## src/hdl/clpx_pkg.sv

```systemverilog
// ----------------------------------------------------------------------------
// clpx_pkg
// Shared types and constants for the charlieplexed level LED scanner.
// ----------------------------------------------------------------------------
package clpx_pkg;

  // command codes
  localparam logic CMD_SET  = 1'b0;
  localparam logic CMD_TICK = 1'b1;

  // per-LED pattern codes
  localparam logic [1:0] PAT_OFF   = 2'd0;
  localparam logic [1:0] PAT_ON    = 2'd1;
  localparam logic [1:0] PAT_BLINK = 2'd2;

  // scanner phase codes
  localparam logic PH_UPDATE = 1'b0;
  localparam logic PH_SCAN   = 1'b1;

  localparam logic [7:0] CODE_MAX = 8'd7;

  // blink timing in milliseconds
  localparam int BLINK_PERIOD     = 500;
  localparam int BLINK_DARK_AFTER = 250;

  // time_ms mod 500 = 4 * ((time_ms >> 2) mod 125) + time_ms[1:0]
  localparam int QUARTER     = BLINK_PERIOD / 4;
  localparam int RECIP_SHIFT = 37;
  localparam longint unsigned RECIP_M =
    ((64'd1 << RECIP_SHIFT) + 64'(QUARTER) - 64'd1) / 64'(QUARTER);

  typedef struct packed {
    logic        command;
    logic [7:0]  code;
    logic        clear;
    logic [31:0] time_ms;
  } in_word_t;

  typedef struct packed {
    logic       pin_one;
    logic       pin_two;
    logic       pin_three;
    logic [1:0] lit_index;
  } out_word_t;

  // what one scan step hands to the output path
  typedef struct packed {
    logic       res;
    logic       lit;
    logic [1:0] idx;
    logic       blink;
  } scan_step_t;

endpackage

```

## src/hdl/clpx_scan.sv

```systemverilog
// ----------------------------------------------------------------------------
// clpx_scan
// Pattern store and two-phase scanner state; one step per accepted word.
// ----------------------------------------------------------------------------
module clpx_scan (
  input  logic                  clk,
  input  logic                  rst_n,
  input  logic                  step_en,
  input  clpx_pkg::in_word_t    word,
  output clpx_pkg::scan_step_t  step
);

  logic [1:0] req_r   [4];
  logic [1:0] req_nxt [4];
  logic [1:0] snap_r  [4];
  logic [1:0] snap_nxt[4];
  logic       phase_r, phase_nxt;
  logic [2:0] pos_r, pos_nxt;
  logic [2:0] cnt_r, cnt_nxt;

  always_comb begin
    logic [2:0] full;
    logic [2:0] pos_inc;
    logic [2:0] cnt_sum;
    logic       lit;
    logic [1:0] idx;

    req_nxt   = req_r;
    snap_nxt  = snap_r;
    phase_nxt = phase_r;
    pos_nxt   = pos_r;
    cnt_nxt   = cnt_r;
    step      = '0;

    full    = 3'((4'(word.code[2:0]) + 4'd1) >> 1);
    pos_inc = pos_r + 3'd1;
    cnt_sum = '0;
    for (int i = 0; i < 4; i++) begin
      cnt_sum = cnt_sum + 3'(req_r[i] != clpx_pkg::PAT_OFF);
    end
    lit = (cnt_r != 3'd0);
    idx = lit ? pos_r[1:0] : 2'd0;

    if (word.command == clpx_pkg::CMD_SET) begin
      if (word.code <= clpx_pkg::CODE_MAX) begin
        for (int i = 0; i < 4; i++) begin
          if (3'(i) < full) begin
            req_nxt[i] = clpx_pkg::PAT_ON;
          end else if (3'(i) == full && !word.code[0]) begin
            req_nxt[i] = clpx_pkg::PAT_BLINK;
          end else begin
            req_nxt[i] = clpx_pkg::PAT_OFF;
          end
        end
      end
    end else if (word.clear || phase_r == clpx_pkg::PH_UPDATE) begin
      // update phase or clear: snapshot and count
      snap_nxt  = req_r;
      cnt_nxt   = cnt_sum;
      phase_nxt = clpx_pkg::PH_SCAN;
      if (word.clear) begin
        pos_nxt = '0;
      end
    end else begin
      step.res   = 1'b1;
      step.lit   = lit;
      step.idx   = idx;
      step.blink = (snap_r[idx] == clpx_pkg::PAT_BLINK);
      if (pos_inc >= cnt_r) begin
        pos_nxt   = '0;
        phase_nxt = clpx_pkg::PH_UPDATE;
      end else begin
        pos_nxt = pos_inc;
      end
    end
  end

  always_ff @(posedge clk) begin
    if (!rst_n) begin
      for (int i = 0; i < 4; i++) begin
        req_r[i]  <= clpx_pkg::PAT_OFF;
        snap_r[i] <= clpx_pkg::PAT_OFF;
      end
      phase_r <= clpx_pkg::PH_UPDATE;
      pos_r   <= '0;
      cnt_r   <= '0;
    end else if (step_en) begin
      req_r   <= req_nxt;
      snap_r  <= snap_nxt;
      phase_r <= phase_nxt;
      pos_r   <= pos_nxt;
      cnt_r   <= cnt_nxt;
    end
  end

endmodule

```

## src/hdl/charlieplex_level_led_scanner.sv

```systemverilog
// ----------------------------------------------------------------------------
// charlieplex_level_led_scanner
// Four-LED level bar on three charlieplexed pins, one LED driven per scan tick.
// ----------------------------------------------------------------------------
//   channel | ports                        | payload
//   --------+------------------------------+--------------------------
//   input   | in_valid, in_stall, in_word  | command, code, clear, time_ms
//   output  | out_valid, out_stall, out_word | pins one..three, lit_index
//
// one word accepted per cycle while in_stall is low; a scan tick's output word
// passes the input register, the blink remainder multiply and the output register
// set and update ticks give no output word
// reset clears the pattern, the scanner state and all stage valids
// out_stall backs words up through the three registers before in_stall rises
module charlieplex_level_led_scanner (
  input  logic                 clk,
  input  logic                 rst_n,
  input  logic                 in_valid,
  output logic                 in_stall,
  input  clpx_pkg::in_word_t   in_word,
  output logic                 out_valid,
  input  logic                 out_stall,
  output clpx_pkg::out_word_t  out_word
);

  clpx_pkg::in_word_t   s1_r;
  logic                 v1_r;
  clpx_pkg::scan_step_t step;

  logic       v2_r;
  logic       lit2_r;
  logic [1:0] idx2_r;
  logic       blink2_r;
  logic [6:0] qlo2_r;
  logic [8:0] tlo2_r;

  logic                v3_r;
  clpx_pkg::out_word_t out_r;
  clpx_pkg::out_word_t out_nxt;

  logic        ready1, ready2, ready3;
  logic [60:0] prod;
  logic [6:0]  rem_q;
  logic [8:0]  rem;
  logic        dark;
  logic        s_on;

  assign ready3   = !v3_r || !out_stall;
  assign ready2   = !v2_r || ready3;
  assign ready1   = !v1_r || ready2;
  assign in_stall = !ready1;

  clpx_scan u_scan (
    .clk     (clk),
    .rst_n   (rst_n),
    .step_en (v1_r && ready2),
    .word    (s1_r),
    .step    (step)
  );

  // quotient of (time_ms >> 2) by a quarter period
  assign prod = 61'(s1_r.time_ms[31:2]) * 61'(31'(clpx_pkg::RECIP_M));

  // remainder is below the quarter period, so seven low bits are enough
  assign rem_q = tlo2_r[8:2] - 7'(qlo2_r * 7'(clpx_pkg::QUARTER));
  assign rem   = {rem_q, tlo2_r[1:0]};
  assign dark  = rem > 9'(clpx_pkg::BLINK_DARK_AFTER);
  assign s_on  = !(blink2_r && dark);

  always_comb begin
    out_nxt           = '0;
    out_nxt.lit_index = idx2_r;
    if (lit2_r) begin
      case (idx2_r)
        2'd0: begin
          out_nxt.pin_three = s_on;
        end
        2'd1: begin
          out_nxt.pin_one = s_on;
          out_nxt.pin_two = s_on;
        end
        2'd2: begin
          out_nxt.pin_one = s_on;
        end
        default: begin
          out_nxt.pin_two   = s_on;
          out_nxt.pin_three = s_on;
        end
      endcase
    end
  end

  always_ff @(posedge clk) begin
    if (!rst_n) begin
      v1_r <= 1'b0;
      v2_r <= 1'b0;
      v3_r <= 1'b0;
    end else begin
      if (ready1) begin
        v1_r <= in_valid;
      end
      if (ready2) begin
        v2_r <= v1_r && step.res;
      end
      if (ready3) begin
        v3_r <= v2_r;
      end
    end
  end

  always_ff @(posedge clk) begin
    if (in_valid && ready1) begin
      s1_r <= in_word;
    end
    if (ready2) begin
      lit2_r   <= step.lit;
      idx2_r   <= step.idx;
      blink2_r <= step.blink;
      qlo2_r   <= prod[clpx_pkg::RECIP_SHIFT +: 7];
      tlo2_r   <= s1_r.time_ms[8:0];
    end
    if (ready3 && v2_r) begin
      out_r <= out_nxt;
    end
  end

  assign out_valid = v3_r;
  assign out_word  = out_r;

  // stall only when every stage is full and the output is held
  a_stall_full: assert property (@(posedge clk) disable iff (!rst_n)
    in_stall |-> v1_r && v2_r && v3_r && out_stall)
    else $error("input stalled with a free stage");

  // reciprocal quotient leaves a remainder below the quarter period
  a_rem_range: assert property (@(posedge clk) disable iff (!rst_n)
    v2_r |-> rem_q < 7'(clpx_pkg::QUARTER))
    else $error("blink remainder out of range");

  // pins one and three never lit together
  a_pin_pair: assert property (@(posedge clk) disable iff (!rst_n)
    v3_r |-> !(out_r.pin_one && out_r.pin_three))
    else $error("illegal pin combination");

endmodule

```

## config.mk

```make
export PLATFORM = sky130hd
export DESIGN_NAME = charlieplex_level_led_scanner
export DESIGN_NICKNAME = d
export VERILOG_FILES = /design/src/hdl/clpx_pkg.sv /design/src/hdl/clpx_scan.sv /design/src/hdl/charlieplex_level_led_scanner.sv
export SDC_FILE = /design/constraint.sdc
export NUM_CORES = 1
export LEC_CHECK = 0
export ABC_AREA = 1
export BUFFER_PORTS_ARGS = -buffer_cell sky130_fd_sc_hd__buf_2
export CAP_MARGIN = 20
export CORE_MARGIN = 2
export CORE_UTILIZATION = 66
export DETAILED_ROUTE_END_ITERATION = 10
export HOLD_SLACK_MARGIN = 0.1
export PLACE_DENSITY = 0.84
export SYNTH_ARGS = -nofsm -noshare
export SYNTH_HDL_FRONTEND = slang
export SYNTH_SLANG_ARGS = --single-unit
```

## constraint.sdc

```tcl
create_clock -name clk -period 6.6 [get_ports clk]
set_input_delay 1.32 -clock clk [delete_from_list [all_inputs] [get_ports clk]]
set_output_delay 1.32 -clock clk [all_outputs]
set_load 0.02 [all_outputs]
```

==> reports/metrics.cfg <==
[status]
status = complete, no violations

[yosys]
synth_seq_area_share_pct = 15.8
ys.flop_type = edfxtp_1
async_reset_ff_share_pct = 0
netlist_area_sq_um = 16000
synth_top_area_share_pct = 32.3
yosys.area.top_type = fa_1
synth_edf_count = 67
syn_inst = 1725
synth_fp_nets = 2329
synth.area.top_cells = fa_1 (32%), ha_1 (23%), inv_1 (13%)
syn_avg_cell_area_sq_um = 9.27
synth_seq_cells = 93
yosysWarnings = 0
synth.distinct_cells = 40

[placed_design]
place_inst = 2119
port_buffers = 52
place_congestion = 0.966
dpl.hpwl_um = 34100
place_ws_ns = 0.320

[setup_path]
end_kind = flop
required_ns = 6.74
cp_max_fo = 5
reg2reg_slack_ns = 0.16
setup.worst_path.class = reg -> reg
arrival_ns = 6.58
crit_path_start_kind = flop

[timing]
hold_violations = 0
max_slew_margin_pct = 53.4
tightestPinTransition_ns = 0.700
period_needed_ns = 6.44
skew_ns = 0.00977
setup_viol = 0
fmax_mhz = 155
report.final.slew_viol_count = 0
period_share_pct = 97.5
worst_slack_ns = 0.165

[detailed_routing]
ant_nets = 0
drtPass1Iterations = 6
viasPerCell = 5.47
routed-wl-met3_um = 3600
dr_wl_met2_um = 19300
drc = 0
top_layer_used = met4
wirelength_um = 41000
wl_met1_um = 15700
wl_per_cell_um = 19.1
vias = 11800
drt_iter0_markers = 1090

[finish]
layout_commonest_cell = inv_1
syn2layout_area_growth_pct = 7.81
final_cell_mix = inv_1 (538), ha_1 (300), fa_1 (258), nand2_1 (213), nor2_1 (92)
fin_util_pct = 73.1
fin_nets = 2427
fin_cells = 2148
drive_above_1_share_pct = 7.88

[clock_network]
clkTransAtPathRegs_ns = 0.08
clk_latency_ns = 0.38
clock_sinks = 93
h-tree-depth = 3
cts-root-buf = clkbuf_16
cts_tree = done
clockBufferDepth = 2
cts_buffers = 9

[min_path]
min_path_type = reg -> reg

[die]
dieArea_sq_um = 25500
num_io_pins = 53
initial_core_util_pct = 67.8
rows = 56
fp.dieH_um = 160
core-area_sq_um = 23600
die_w_um = 160

[job]
drv_cap = 0

[global_routing]
grt_start_max_net_pins = 43
track_usage_pct = 34.1
grt_pass1_vias = 12800
grt_pass1_wl_um = 65900
antenna_found_initial = 2
grt_overflow = 0

## state kept, by name (all words and copies together) (netlist names)
name / flops
u_scan.req_r: 8
lit2_r: 1
out_valid: 1
u_scan.phase_r: 1
u_scan.snap_r: 8
idx2_r: 2
u_scan.pos_r: 3
blink2_r: 1
out_word: 5
v2_r: 1
tlo2_r: 9
v1_r: 1
qlo2_r: 7
u_scan.cnt_r: 3
s1_r: 42
## worst paths after layout
| path | cells past startpoint | start | end |
|---|---|---|---|
| worst max-delay path | 20 | s1_r[17]$_DFFE_PP_ | qlo2_r[5]$_DFFE_PP_ |
| worst min-delay path | 0 | s1_r[0]$_DFFE_PP_ | tlo2_r[0]$_DFFE_PP_ |
| worst max register to register | 20 | s1_r[17]$_DFFE_PP_ | qlo2_r[5]$_DFFE_PP_ |
| worst min register to register | 0 | s1_r[0]$_DFFE_PP_ | tlo2_r[0]$_DFFE_PP_ |
## worst max-delay path, stage by stage (launching register included)
cell and delay [ns]:
edfxtp_1 0.60, ha_1 0.44, fa_1 0.40, fa_1 0.53, inv_1 0.07, fa_1 0.51, inv_1 0.07, fa_1 0.53
fa_1 0.45, fa_1 0.57, inv_1 0.07, fa_1 0.50, inv_1 0.05, ha_1 0.32, nand2_1 0.10, nor2_1 0.29
nand2_1 0.12, nor2_1 0.22, o211ai_1 0.17, nand4_1 0.13, nand2_1 0.06
## per-layer routing
layer | up-vias | track usage (%)
li1 | 5432 | -
met1 | 5636 | 42.4
met2 | 543 | 56.7
met3 | 146 | 7.12
met4 | 0 | 17.7
met5 | - | 0
## cell type report
class                      instances  area, sq um
clock buffer                       9          225
sequential                        93         2530
multi-input combinational       1085        11400
timing repair buffer              90          546
inverter                         544         2040
fill                            1647         6360
tap                              319          399
clock inverter                     7         86.3
antenna                            1         2.50
## synthesized netlist by cell type (2+ instances only)
library cell / number
edfxtp_1: 67
o211ai_1: 4
a21oi_2: 3
nand2_1: 213
nor3_2: 2
xnor2_1: 3
nor3b_1: 2
inv_1: 538
dfxtp_1: 26
inv_2: 4
nor2_4: 5
or2_2: 4
nand3_1: 31
ha_1: 300
nand4_1: 16
a21o_1: 5
nand3b_1: 5
o21ai_0: 31
or2_1: 4
nor3_4: 2
nor2_2: 6
a21oi_1: 65
xor2_1: 6
nor2_1: 94
nand2_2: 7
o21bai_1: 6
nor3_1: 6
fa_1: 258
## metrics by stage
stage / instance area (sq um) / setup TNS [ns] / hold WS (ns)
finish: 17200 / 0 / 0.432
global route: 17200 / -0.0516 / 0.442
CTS: 17200 / 0 / 0.436
detailed placement: 16800 / 0 / 0.417
global placement: 16800 / 0 / 0.402
floorplan: 16000 / 0 / 0.400
## cells by family after synthesis
logic type / after synthesis / synth area share, %
AOI/OAI and AO/OA: 116 / 3.96
xor gates and xnor gates: 9 / 0.493
adders and majority gates: 558 / 55.7
buffers and inverters: 547 / 12.9
DFF: 93 / 15.8
and+or+nand+nor: 402 / 11.1
## what timing repair did
item,4_1_cts,5_1_grt
hold buffers,0,0
buffers inserted,0,12
endpoints found under the setup margin,0,4
endpoints found under the hold margin,0,0
resized for setup,0,1
Power is not shown: default switching activity piles up to over one toggle a cycle in this logic, so the estimate is an artifact.
